File: src/sv/cpba_pkg.sv
`default_nettype none

package cpba_pkg;

  localparam int MAP_PAGES = 1024;
  localparam int PAGE_W    = $clog2(MAP_PAGES);
  localparam int WORD_W    = (MAP_PAGES < 32) ? MAP_PAGES : 32;
  localparam int BIT_W     = $clog2(WORD_W);
  localparam int NUM_WORDS = MAP_PAGES / WORD_W;
  localparam int WADDR_W   = (PAGE_W - BIT_W > 0) ? PAGE_W - BIT_W : 1;
  // holds a page count, a run length and start + count of a release
  localparam int CMP_W     = (PAGE_W + 1 > 12) ? PAGE_W + 1 : 12;

  localparam int START_W   = 10;
  localparam int COUNT_W   = 11;

  localparam logic ACT_ALLOC = 1'b0;
  localparam logic ACT_FREE  = 1'b1;

  typedef enum logic [1:0] {
    ST_OK      = 2'd0,
    ST_NOSPACE = 2'd1,
    ST_BADARG  = 2'd2,
    ST_NOTUSED = 2'd3
  } status_t;

  typedef enum logic [3:0] {
    S_IDLE,
    S_SCAN_RD,
    S_SCAN_EV,
    S_BITS,
    S_MARK_RD,
    S_MARK_WR,
    S_CHK_RD,
    S_CHK_EV,
    S_CLR_RD,
    S_CLR_WR,
    S_DONE
  } state_t;

  // Map row contents after reset: page zero reserved
  function automatic logic [WORD_W-1:0] row_reset(input logic [WADDR_W-1:0] row);
    logic [WORD_W-1:0] r;
    r = '0;
    if (row == '0) begin
      r[0] = 1'b1;
    end
    return r;
  endfunction

  // Ones from bit lo up to bit hi inclusive
  function automatic logic [WORD_W-1:0] range_mask(input logic [BIT_W-1:0] lo,
                                                   input logic [BIT_W-1:0] hi);
    logic [WORD_W-1:0] ones;
    ones = '1;
    return (ones << lo) & (ones >> (BIT_W'(WORD_W - 1) - hi));
  endfunction

endpackage

`default_nettype wire

File: src/sv/cpba_req_if.sv
`default_nettype none

interface cpba_req_if;
  import cpba_pkg::*;

  logic               valid;
  logic               ready;
  logic               action;
  logic [START_W-1:0] start_page;
  logic [COUNT_W-1:0] page_count;

  modport source (output valid, action, start_page, page_count, input ready);
  modport sink   (input valid, action, start_page, page_count, output ready);
endinterface

`default_nettype wire

File: src/sv/cpba_rsp_if.sv
`default_nettype none

interface cpba_rsp_if;
  import cpba_pkg::*;

  logic               valid;
  logic               ready;
  logic [START_W-1:0] run_start;
  logic [1:0]         status;

  modport source (output valid, run_start, status, input ready);
  modport sink   (input valid, run_start, status, output ready);
endinterface

`default_nettype wire

File: src/sv/cpba_ram.sv
`default_nettype none

module cpba_ram #(
  parameter int WIDTH = 32,
  parameter int DEPTH = 32
) (
  input  wire logic                     clk,
  input  wire logic                     we,
  input  wire logic [$clog2(DEPTH)-1:0] waddr,
  input  wire logic [WIDTH-1:0]         wdata,
  input  wire logic [$clog2(DEPTH)-1:0] raddr,
  output logic      [WIDTH-1:0]         rdata
);

  logic [WIDTH-1:0] mem [DEPTH];

  always_ff @(posedge clk) begin
    if (we) begin
      mem[waddr] <= wdata;
    end
    rdata <= mem[raddr];
  end

endmodule

`default_nettype wire

File: src/sv/contiguous_page_bitmap_allocator_unit.sv
// Channel  Dir  Payload                                Transaction
// req      in   action, start_page[9:0], page_count    req.valid && req.ready
// rsp      out  run_start[9:0], status[1:0]            rsp.valid && rsp.ready
//
// One request at a time; req.ready is high only while the sequencer is idle.
// Allocate walks the map one 32-bit row at a time: fully used rows and free
// rows short of the run are skipped whole, other rows go one page a cycle,
// then the rows of the run are marked. Free checks every row of the range,
// then clears them. Bad arguments go straight to the result.
// Reset is synchronous; per-row valid bits stand for the reset map, no clearing
// pass. The result register lets the next request in while rsp is stalled.
`default_nettype none

module contiguous_page_bitmap_allocator_unit
  import cpba_pkg::*;
(
  input wire logic   clk,
  input wire logic   rst,
  cpba_req_if.sink   req,
  cpba_rsp_if.source rsp
);

  state_t state, state_next;

  logic [WADDR_W-1:0]   w, w_next;
  logic [BIT_W-1:0]     b, b_next;
  logic [CMP_W-1:0]     run, run_next;
  logic [CMP_W-1:0]     count, count_next;
  logic [PAGE_W-1:0]    first, first_next;
  logic [PAGE_W-1:0]    lo_page, lo_page_next;
  logic [PAGE_W-1:0]    hi_page, hi_page_next;
  logic [WORD_W-1:0]    word, word_next;
  logic [START_W-1:0]   res_start, res_start_next;
  status_t              res_status, res_status_next;
  logic [NUM_WORDS-1:0] row_valid;

  logic                 out_valid;
  logic [START_W-1:0]   out_start;
  status_t              out_status;
  logic                 out_load;

  logic                 ram_we;
  logic [WORD_W-1:0]    ram_wdata;
  logic [WORD_W-1:0]    ram_rdata;
  logic [WORD_W-1:0]    eff;
  logic [WORD_W-1:0]    mask;
  logic [WADDR_W-1:0]   lo_word, hi_word;
  logic [BIT_W-1:0]     lo_bit, hi_bit;
  logic                 last_row;
  logic [PAGE_W-1:0]    cur_page;
  logic [PAGE_W-1:0]    run_first;
  logic [CMP_W-1:0]     req_count, req_start, req_end;
  logic [CMP_W-1:0]     run_inc, run_row;

  cpba_ram #(
    .WIDTH (WORD_W),
    .DEPTH (NUM_WORDS)
  ) u_map (
    .clk   (clk),
    .we    (ram_we),
    .waddr (w),
    .wdata (ram_wdata),
    .raddr (w),
    .rdata (ram_rdata)
  );

  // Row w was read in the previous cycle; unwritten rows read as reset value
  assign eff      = row_valid[w] ? ram_rdata : row_reset(w);
  assign lo_word  = WADDR_W'(lo_page >> BIT_W);
  assign hi_word  = WADDR_W'(hi_page >> BIT_W);
  assign lo_bit   = (w == lo_word) ? lo_page[BIT_W-1:0] : '0;
  assign hi_bit   = (w == hi_word) ? hi_page[BIT_W-1:0] : '1;
  assign mask     = range_mask(lo_bit, hi_bit);
  assign last_row = (w == WADDR_W'(NUM_WORDS - 1));
  assign cur_page = PAGE_W'({w, b});
  assign run_first = (run == '0) ? cur_page : first;
  assign run_inc  = run + CMP_W'(1);
  assign run_row  = run + CMP_W'(WORD_W);

  assign req_count = CMP_W'(req.page_count);
  assign req_start = CMP_W'(req.start_page);
  assign req_end   = req_start + req_count;

  assign req.ready     = (state == S_IDLE);
  assign rsp.valid     = out_valid;
  assign rsp.run_start = out_start;
  assign rsp.status    = out_status;
  assign out_load      = (state == S_DONE) && (!out_valid || rsp.ready);

  always_comb begin
    state_next      = state;
    w_next          = w;
    b_next          = b;
    run_next        = run;
    count_next      = count;
    first_next      = first;
    lo_page_next    = lo_page;
    hi_page_next    = hi_page;
    word_next       = word;
    res_start_next  = res_start;
    res_status_next = res_status;
    ram_we          = 1'b0;
    ram_wdata       = eff | mask;

    case (state)
      S_IDLE: begin
        if (req.valid) begin
          count_next     = req_count;
          res_start_next = '0;
          run_next       = '0;
          w_next         = '0;
          if (req.action == ACT_ALLOC) begin
            if (req_count == '0 || req_count > CMP_W'(MAP_PAGES)) begin
              res_status_next = ST_BADARG;
              state_next      = S_DONE;
            end else begin
              state_next = S_SCAN_RD;
            end
          end else begin
            if (req_count == '0 || req_start == '0 || req_end > CMP_W'(MAP_PAGES)) begin
              res_status_next = ST_BADARG;
              state_next      = S_DONE;
            end else begin
              lo_page_next = PAGE_W'(req.start_page);
              hi_page_next = PAGE_W'(req_end - CMP_W'(1));
              w_next       = WADDR_W'(PAGE_W'(req.start_page) >> BIT_W);
              state_next   = S_CHK_RD;
            end
          end
        end
      end

      S_SCAN_RD: begin
        state_next = S_SCAN_EV;
      end

      S_SCAN_EV: begin
        word_next = eff;
        b_next    = '0;
        if (eff == '1 || (eff == '0 && run_row < count)) begin
          // whole row settles the run: all used breaks it, all free extends it
          if (eff == '1) begin
            run_next = '0;
          end else begin
            if (run == '0) begin
              first_next = PAGE_W'({w, {BIT_W{1'b0}}});
            end
            run_next = run_row;
          end
          if (last_row) begin
            res_status_next = ST_NOSPACE;
            state_next      = S_DONE;
          end else begin
            w_next     = w + WADDR_W'(1);
            state_next = S_SCAN_RD;
          end
        end else begin
          state_next = S_BITS;
        end
      end

      S_BITS: begin
        if (!word[b] && run_inc == count) begin
          lo_page_next    = run_first;
          hi_page_next    = cur_page;
          w_next          = WADDR_W'(run_first >> BIT_W);
          res_start_next  = START_W'(run_first);
          res_status_next = ST_OK;
          state_next      = S_MARK_RD;
        end else begin
          if (word[b]) begin
            run_next = '0;
          end else begin
            first_next = run_first;
            run_next   = run_inc;
          end
          if (b == '1) begin
            if (last_row) begin
              res_status_next = ST_NOSPACE;
              state_next      = S_DONE;
            end else begin
              w_next     = w + WADDR_W'(1);
              state_next = S_SCAN_RD;
            end
          end else begin
            b_next = b + BIT_W'(1);
          end
        end
      end

      S_MARK_RD: begin
        state_next = S_MARK_WR;
      end

      S_MARK_WR: begin
        ram_we    = 1'b1;
        ram_wdata = eff | mask;
        if (w == hi_word) begin
          state_next = S_DONE;
        end else begin
          w_next     = w + WADDR_W'(1);
          state_next = S_MARK_RD;
        end
      end

      S_CHK_RD: begin
        state_next = S_CHK_EV;
      end

      S_CHK_EV: begin
        if ((eff & mask) != mask) begin
          res_status_next = ST_NOTUSED;
          state_next      = S_DONE;
        end else if (w == hi_word) begin
          w_next     = lo_word;
          state_next = S_CLR_RD;
        end else begin
          w_next     = w + WADDR_W'(1);
          state_next = S_CHK_RD;
        end
      end

      S_CLR_RD: begin
        state_next = S_CLR_WR;
      end

      S_CLR_WR: begin
        ram_we    = 1'b1;
        ram_wdata = eff & ~mask;
        if (w == hi_word) begin
          res_status_next = ST_OK;
          state_next      = S_DONE;
        end else begin
          w_next     = w + WADDR_W'(1);
          state_next = S_CLR_RD;
        end
      end

      S_DONE: begin
        // hold until the result register frees up
        if (out_load) begin
          state_next = S_IDLE;
        end
      end

      default: begin
        state_next = S_IDLE;
      end
    endcase
  end

  always_ff @(posedge clk) begin
    if (rst) begin
      state <= S_IDLE;
    end else begin
      state <= state_next;
    end
  end

  always_ff @(posedge clk) begin
    if (rst) begin
      row_valid <= '0;
    end else if (ram_we) begin
      row_valid[w] <= 1'b1;
    end
  end

  always_ff @(posedge clk) begin
    w          <= w_next;
    b          <= b_next;
    run        <= run_next;
    count      <= count_next;
    first      <= first_next;
    lo_page    <= lo_page_next;
    hi_page    <= hi_page_next;
    word       <= word_next;
    res_start  <= res_start_next;
    res_status <= res_status_next;
  end

  always_ff @(posedge clk) begin
    if (rst) begin
      out_valid <= 1'b0;
    end else if (out_load) begin
      out_valid <= 1'b1;
    end else if (rsp.ready) begin
      out_valid <= 1'b0;
    end
  end

  always_ff @(posedge clk) begin
    if (out_load) begin
      out_start  <= res_start;
      out_status <= res_status;
    end
  end

endmodule

`default_nettype wire

File: src/flat_wrapper.sv
// flat-port wrapper written by rule: the top's interface ports become plain ports
module contiguous_page_bitmap_allocator_unit_flat import cpba_pkg::*;
  (clk, rst, req_valid, req_action, req_start_page, req_page_count, req_ready, rsp_valid, rsp_run_start, rsp_status, rsp_ready);
  cpba_req_if req_i ();
  cpba_rsp_if rsp_i ();
  input wire logic clk;
  input wire logic rst;
  input wire logic [$bits(req_i.valid)-1:0] req_valid;
  input wire logic [$bits(req_i.action)-1:0] req_action;
  input wire logic [$bits(req_i.start_page)-1:0] req_start_page;
  input wire logic [$bits(req_i.page_count)-1:0] req_page_count;
  output wire logic [$bits(req_i.ready)-1:0] req_ready;
  output wire logic [$bits(rsp_i.valid)-1:0] rsp_valid;
  output wire logic [$bits(rsp_i.run_start)-1:0] rsp_run_start;
  output wire logic [$bits(rsp_i.status)-1:0] rsp_status;
  input wire logic [$bits(rsp_i.ready)-1:0] rsp_ready;
  assign req_i.valid = req_valid;
  assign req_i.action = req_action;
  assign req_i.start_page = req_start_page;
  assign req_i.page_count = req_page_count;
  assign req_ready = req_i.ready;
  assign rsp_valid = rsp_i.valid;
  assign rsp_run_start = rsp_i.run_start;
  assign rsp_status = rsp_i.status;
  assign rsp_i.ready = rsp_ready;
  contiguous_page_bitmap_allocator_unit u_core (.clk(clk), .rst(rst), .req(req_i), .rsp(rsp_i));
endmodule
File: config.mk
export PLATFORM = sky130hd
export DESIGN_NAME = contiguous_page_bitmap_allocator_unit_flat
export DESIGN_NICKNAME = d
export VERILOG_FILES = /design/src/sv/cpba_pkg.sv /design/src/sv/cpba_req_if.sv /design/src/sv/cpba_rsp_if.sv /design/src/sv/cpba_ram.sv /design/src/sv/contiguous_page_bitmap_allocator_unit.sv /design/src/flat_wrapper.sv
export SDC_FILE = /design/constraint.sdc
export NUM_CORES = 1
export LEC_CHECK = 0
export BUFFER_PORTS_ARGS = -buffer_cell sky130_fd_sc_hd__buf_2
export CORE_AREA = 3 3 448 450
export CTS_CLUSTER_DIAMETER = 40
export DETAILED_ROUTE_END_ITERATION = 10
export DIE_AREA = 0 0 451 453
export GPL_TIMING_DRIVEN = 0
export MAX_ROUTING_LAYER = met4
export SLEW_MARGIN = 0
export SYNTH_ARGS = -nofsm -noshare
export SYNTH_HDL_FRONTEND = slang
export SYNTH_SLANG_ARGS = --single-unit
File: constraint.sdc
create_clock -name clk -period 8.9 [get_ports clk]
set_input_delay 1.78 -clock clk [delete_from_list [all_inputs] [get_ports clk]]
set_output_delay 1.78 -clock clk [all_outputs]
set_load 0.005 [all_outputs]
==> results of run 1 <==
==> registers in the layout, indices dropped and copies added (netlist names), 2 cells and up <==
signal and count:
u_core.b 5, u_core.u_map.mem 1024, u_core.word 32, u_core.w 5, u_core.res_status 2, u_core.state 4, u_core.first 10, u_core.row_valid 32
u_core.count 11, u_core.hi_page 10, u_core.u_map.rdata 32, u_core.rsp.status 2, u_core.lo_page 10, u_core.res_start 10, u_core.rsp.run_start 10, u_core.run 12
==> power groups by stage <==
stage,Sequential [uW],Combinational [uW],Clock [uW]
floorplan,7260,3040,0
global placement,7410,4830,0
detailed placement,7330,5140,0
CTS,7220,5160,6720
global route,7250,5480,6980
finish,7230,5200,6640
==> cells in the mapped netlist, drive strengths merged, types with 4 or more instances <==
| master | instances | area share |
|---|---|---|
| nor2 | 144 | 0.011 |
| nor2b | 14 | 0.0018 |
| mux4 | 258 | 0.12 |
| xor2 | 34 | 0.0061 |
| or2 | 5 | 0.00064 |
| o2bb2ai | 4 | 0.00084 |
| a21oi | 70 | 0.0072 |
| and3 | 14 | 0.0018 |
| nand2 | 94 | 0.0072 |
| and2 | 45 | 0.0057 |
| a2111oi | 5 | 0.0014 |
| xnor2 | 16 | 0.0028 |
| o21ai | 62 | 0.0063 |
| or3b | 4 | 0.00071 |
| a22oi | 135 | 0.021 |
| nor3 | 24 | 0.0029 |
| o22ai | 30 | 0.0038 |
| a21o | 16 | 0.0024 |
| a211o | 4 | 0.00071 |
| o2111ai | 5 | 0.00089 |
| nand4 | 49 | 0.0062 |
| o32ai | 7 | 0.0012 |
| edfxtp | 1143 | 0.70 |
| buf | 54 | 0.0053 |
| and4 | 4 | 0.00071 |
| nand3 | 30 | 0.0032 |
| a31oi | 9 | 0.0011 |
| mux2i | 39 | 0.0080 |
| nor4 | 20 | 0.0030 |
| inv | 42 | 0.0032 |
| ha | 33 | 0.0084 |
| a311oi | 6 | 0.0011 |
| nor3b | 9 | 0.0014 |
| nand3b | 5 | 0.00084 |
| o221ai | 5 | 0.00089 |
| clkbuf | 100 | 0.0076 |
| a211oi | 6 | 0.00092 |
| or3 | 5 | 0.00064 |
| dfxtp | 69 | 0.028 |
| nand4b | 4 | 0.00084 |
| o21a | 36 | 0.0055 |
| a2bb2oi | 5 | 0.0010 |
| nand2b | 11 | 0.0014 |
==> how the worst max path moves through the flow <==
stage                           start                  endpoint  slack, ns
floorplan           req_page_count[0]         u_core.hi_page[0]       4.05
global placement          u_core.w[1]  u_core.u_map.mem[16][25]       1.56
detailed placement  req_page_count[0]         u_core.lo_page[3]       3.17
CTS                       u_core.w[1]               u_core.w[2]       3.56
global route              u_core.w[1]               u_core.w[2]       3.39
finish                    u_core.w[1]               u_core.w[2]       3.49
==> cells by family (layout without fill, tap and decap cells) <==
family	count (synthesis)	in the layout
AO/OA/AOI/OAI	436	436
flip-flops	1212	1212
AND/OR/NAND/NOR	488	488
XOR/XNOR	51	51
buffers and inverters	196	619
multiplexers	299	299
adder cells (fa/ha/maj)	34	34
==> placed cells by master, fill, tap and decap left out, types with 16 or more instances in the layout <==
master and count:
and2_1 45, nor2_1 109, o22ai_1 30, nand2_1 93, o21ai_2 24, buf_16 20, buf_2 57, clkinv_2 17
nor2_4 32, a22oi_1 135, clkbuf_1 117, o21a_1 36, dfxtp_1 69, ha_1 33, nor3_1 21, buf_12 39
nand4_1 49, mux2i_1 38, edfxtp_1 1143, mux4_2 258, xor2_1 34, a21o_1 16, buf_8 30, nor4_1 17
xnor2_1 16, clkbuf_16 159, inv_1 41, bufinv_16 21, nand3_1 29, buf_1 28, o21ai_0 36, a21oi_1 62
==> routing by layer <==
layer / part of all wire / routed length, um / track usage / up-vias
met5: 0 / 0 / - / -
met4: 0.036 / 5540 / 0.0559 / 0
met3: 0.095 / 14400 / 0.0288 / 262
met2: 0.46 / 70200 / 0.230 / 1645
met1: 0.41 / 62000 / 0.199 / 15200
li1: - / - / - / 11800
==> through the flow <==
| stage | setup slack (ns) | cell area, um^2 |
|---|---|---|
| 3_3_place_gp | 1.56 | 52700 |
| 5_1_grt | 3.39 | 60500 |
| 6_report | 3.49 | 60500 |
| 4_1_cts | 3.56 | 60500 |
| 2_1_floorplan | 4.05 | 49200 |
| 3_5_place_dp | 3.17 | 54800 |
==> final cells by class <==
| type | instances | area share |
|---|---|---|
| Buffer | 154 | 0.0107 |
| Clock buffer | 186 | 0.0688 |
| Clock inverter | 107 | 0.0241 |
| Inverter | 42 | 0.00261 |
| Multi-Input combinational cell | 1308 | 0.216 |
| Sequential cell | 1212 | 0.590 |
| Tap cell | 2640 | 0.0546 |
| Timing Repair Buffer | 130 | 0.0330 |
==> worst max-delay path, stage by stage, from the launching register on <==
cell and delay [ns]:
edfxtp_1 0.40, buf_6 0.21, buf_6 0.22, clkbuf_1 0.88, clkbuf_1 0.98, inv_1 0.33, ha_1 0.35, nand2_1 0.12
mux2_2 0.20, a21oi_2 0.13, a211o_1 0.35, or3_1 0.32, o22ai_1 0.52
==> results.json, run 1 <==
{
  "synth_cell_types": 89,
  "combPwrFrac": 0.272,
  "hold_class": "reg2reg",
  "p_leak_uw": 0.0198,
  "async_flop_share": 0,
  "syn-instance-count": 2716,
  "antenna_found_initial": 2,
  "synth_nets": 2776,
  "die_y_um": 453,
  "power_frac_seq": 0.379,
  "end_kind": "register",
  "synth_adder_area_share": 0.00880,
  "fin_crit_ns": 5.41,
  "wl_um": 152000,
  "cp.arrival_ns": 5.80,
  "rows": 163,
  "switching_power_uw": 6240,
  "syn_area_per_cell_um2": 18.1,
  "cts_tree": "yes",
  "fin_tns_setup_ns": 0,
  "initialDrtViolationCount": 4064,
  "drv_slew": 22,
  "htreeDepth": 4,
  "violations": "max-capacitance violations, max-slew violations",
  "grt_pass1_vias": 28200,
  "r2r_slack_ns": 3.49,
  "clkPwrFrac": 0.348,
  "grt_max_degree": 38,
  "synthesis.area_mm2": 0.0492,
  "drive_above_1_share": 0.246,
  "start_util": 0.250,
  "stdcell_count": 5779,
  "ir_worst_vdd_mv": 0.240,
  "startpoint_type": "register",
  "synth_xor_area_frac": 0.00936,
  "gp_congestion": 0.937,
  "dr.pass1.iters": 10,
  "clk_path_buf_depth": 3,
  "holdWs_ns": 0.421,
  "finalSetupViolCount": 0,
  "maxSlewHeadroom": -0.0503,
  "vias": 28900,
  "power.total_uw": 19100,
  "synth_top_family_by_area": "multiplexers",
  "place_hpwl_um": 103000,
  "cts_sinks": 1212,
  "fillCellCount": 19100,
  "placed_cells": 5483,
  "synthSimpleGateAreaFrac": 0.0513,
  "cp.required_ns": 9.28,
  "ff_latch_area_mm2": 0.0357,
  "outcome": "finished with violations",
  "holdPathStages": 0,
  "portBuffers": 39,
  "antenna_cells": 0,
  "die_area_mm2": 0.204,
  "die_x_um": 451,
  "yosysWarningCount": 0,
  "r2r-end": "u_core.w[2]",
  "grt_pass1_wl_um": 215000,
  "cp_max_fo": 10,
  "ys_seq_elements": 1212,
  "path_class": "reg2reg",
  "muxShareOfSynthArea": 0.127,
  "track_usage": 0.151,
  "fin_util": 0.307,
  "swShare": 0.327,
  "rr_startpoint": "u_core.w[1]",
  "multi_input_area_mm2": 0.0131,
  "synthFlopType": "edfxtp_1",
  "hold_viol": 0,
  "vias_per_cell": 5.00,
  "ys_seq_area_frac": 0.726,
  "rsz0062_at_grt": "no",
  "clk_pin_slew_worst_paths_ns": 0.05,
  "worst_pin_slew_ns": 1.58,
  "coreArea_mm2": 0.197,
  "powerDensity_mw_per_mm2": 315,
  "max_clock_freq_mhz": 185,
  "synthToLayoutAreaGrowth_pct": 23.0,
  "postRouteAntennaNets": 0,
  "p_int_uw": 12800,
  "synth_edf_count": 1143,
  "io-pin-count": 40,
  "route.detailed.drc": 0,
  "wl_per_cell_um": 26.3,
  "numCtsBuffers": 157,
  "postCtsSetupBuffers": 0,
  "synth-compound-area-share": 0.0618,
  "cts_resized": 0,
  "finalCritPeriodShare": 0.608,
  "maxCapViolCount": 2,
  "root_buffer": "clkbuf_16",
  "nets": 3065,
  "holdPathEnd": "u_core.rsp.run_start[3]",
  "r2r_cells": 12,
  "cts-hold-fix-buffers": 0,
  "hold_path_startpoint": "u_core.res_start[3]",
  "grt.overflow.total": 0,
  "clk_latency_ns": 0.80,
  "fin_skew_ns": 0.0770
}
Note: power is estimated with default switching activity, not from simulation.
==> inputs of run 2 (changes only) <==
==> constraint.sdc (replaced) <==
create_clock -name clk -period 5.2 [get_ports clk]
set_input_delay 1.04 -clock clk [delete_from_list [all_inputs] [get_ports clk]]
set_output_delay 1.04 -clock clk [all_outputs]
set_load 0.005 [all_outputs]
==> results.json, run 2 (synthesis results as in run 1) <==
{
  "placed_cells": 5483,
  "antenna_found_initial": 2,
  "grt_max_degree": 38,
  "rows": 163,
  "worstPathBufferInverterCount": 4,
  "multi_input_area_mm2": 0.0131,
  "swShare": 0.327,
  "stdcell_count": 5779,
  "drv_slew": 33,
  "crit_path_cell_trace": "buf_2 > buf_2 > mux4_2 > mux2i_1 > nor2_1 > nor4_4 > nand3_1 > clkbuf_1 > nor2_1 > a21oi_1 > nor3_2 > buf_6 > o21a_2",
  "max_stage_delay_ns": 0.65,
  "synthToLayoutAreaGrowth_pct": 23.0,
  "regMostFlops": "u_core.u_map.mem",
  "clk_latency_ns": 0.80,
  "cp.arrival_ns": 5.26,
  "portBuffers": 39,
  "final_common_cell": "edfxtp_1",
  "initialDrtViolationCount": 4018,
  "final_cell_mix": "edfxtp_1 (1143), mux4_2 (258), clkbuf_16 (159)",
  "hold_class": "reg2reg",
  "finalCritPeriodShare": 0.941,
  "holdPathEnd": "u_core.rsp.run_start[3]",
  "holdPathStages": 0,
  "maxSlewHeadroom": -0.0573,
  "cp_max_fo": 20,
  "die_y_um": 453,
  "final_area_mm2": 0.0605,
  "crit_family": "simple AND/OR/NAND/NOR gates",
  "gp_congestion": 0.937,
  "path_class": "reg2reg",
  "p_leak_uw": 0.0199,
  "die_area_mm2": 0.204,
  "drive_above_1_share": 0.246,
  "die_x_um": 451,
  "wl_per_cell_um": 26.3,
  "combPwrFrac": 0.273,
  "r2r-end": "u_core.lo_page[3]",
  "wl_um": 152000,
  "root_buffer": "clkbuf_16",
  "hold_viol": 0,
  "vias_per_cell": 5.02,
  "track_usage": 0.151,
  "power_frac_seq": 0.379,
  "r2r_cells": 13,
  "clk_pin_slew_worst_paths_ns": 0.05,
  "ff_latch_area_mm2": 0.0357,
  "dpl_cell_area_mm2": 0.0548,
  "rsz0062_at_grt": "no",
  "grt_pass1_wl_um": 215000,
  "io-pin-count": 40,
  "maxCapViolCount": 3,
  "fin_crit_ns": 4.89,
  "finalSetupViolCount": 0,
  "cp_slowest_cell": "nor4_4",
  "powerDensity_mw_per_mm2": 540,
  "startpoint_type": "register",
  "outcome": "finished with violations",
  "dr.pass1.iters": 7,
  "worst_pin_slew_ns": 1.59,
  "hold_path_startpoint": "u_core.res_start[3]",
  "max_clock_freq_mhz": 204,
  "place_hpwl_um": 103000,
  "p_int_uw": 22000,
  "route.detailed.drc": 0,
  "cts_tree": "yes",
  "grt_pass1_vias": 28200,
  "r2r_slack_ns": 0.31,
  "htreeDepth": 4,
  "cts_sinks": 1212,
  "violations": "max-capacitance violations, max-slew violations",
  "largest_reg_flops": 1024,
  "coreArea_mm2": 0.197,
  "numCtsBuffers": 157,
  "clk_path_buf_depth": 3,
  "fin_skew_ns": 0.0762,
  "fin_util": 0.307,
  "rr_startpoint": "u_core.b[1]",
  "antenna_cells": 0,
  "start_util": 0.250,
  "fillCellCount": 19100,
  "clkPwrFrac": 0.348,
  "postRouteAntennaNets": 0,
  "ir_worst_vdd_mv": 0.412,
  "switching_power_uw": 10700,
  "vias": 29000,
  "cp.required_ns": 5.57,
  "grt.overflow.total": 0,
  "nets": 3065,
  "end_kind": "register"
}
## run 2: cell types whose count changed in the layout (fill, tap and decap cells not counted)
| cell | before | now |
|---|---|---|
| clkbuf_1 | 117 | 116 |
| clkbuf_2 | 4 | 5 |
| o21a_1 | 36 | 35 |
| o21a_2 | 0 | 1 |
## run 2: metrics by stage
stage                     total power, uW   TNS, ns  worst slack [ns]  hold WS (ns)
after floorplan                     17600         0              1.09         0.400
after global placement              20900  -1406.12             -2.14         0.406
after detailed placement            21400    -0.270           -0.0542         0.409
after CTS                           32700         0            0.0269         0.422
after global routing                33700         0            0.0654         0.423
final                               32600         0             0.307         0.421
## run 2: power groups by stage
stage	logic, uW	clock network, uW	registers, uW
floorplan	5210	0	12400
detailed placement	8800	0	12600
finish	8900	11400	12400
global placement	8270	0	12700
CTS	8840	11500	12400
global route	9370	11900	12400
## run 2: layout make-up
type	count	area share
repair buffers	130	0.0330
inverters	42	0.00261
plain buffers	154	0.0107
clock inverters	107	0.0241
multi-input cells	1308	0.216
well taps	2640	0.0546
flip-flops and latches	1212	0.590
clock buffers	186	0.0688
## run 2: worst max-delay path by stage
| stage | startpoint | end | slack, ns | cells past startpoint |
|---|---|---|---|---|
| floorplan | req_page_count[0] | u_core.hi_page[0] | 1.09 | 9 |
| global placement | u_core.w[1] | u_core.u_map.mem[16][25] | -2.14 | 8 |
| detailed placement | u_core.w[1] | u_core.w[2] | -0.05 | 12 |
| CTS | u_core.b[1] | u_core.lo_page[3] | 0.03 | 13 |
| global route | u_core.b[1] | u_core.lo_page[3] | 0.07 | 13 |
| finish | u_core.b[1] | u_core.lo_page[3] | 0.31 | 13 |
## run 2: metal layers
metal	wire length, um	global-route usage	vias up
met5	0	-	-
met4	5460	0.0559	0
met3	14600	0.0288	277
met2	70200	0.230	1689
met1	61900	0.199	15300
li1	-	-	11800
## run 2: timing repair
action | 4_1_cts | 5_1_grt
resized for setup | 1 | 1
endpoints found under the hold margin | 0 | 0
endpoints found under the setup margin | 5 | 20
gates cloned | 0 | 0
buffers inserted | 0 | 0
hold buffers | 0 | 0
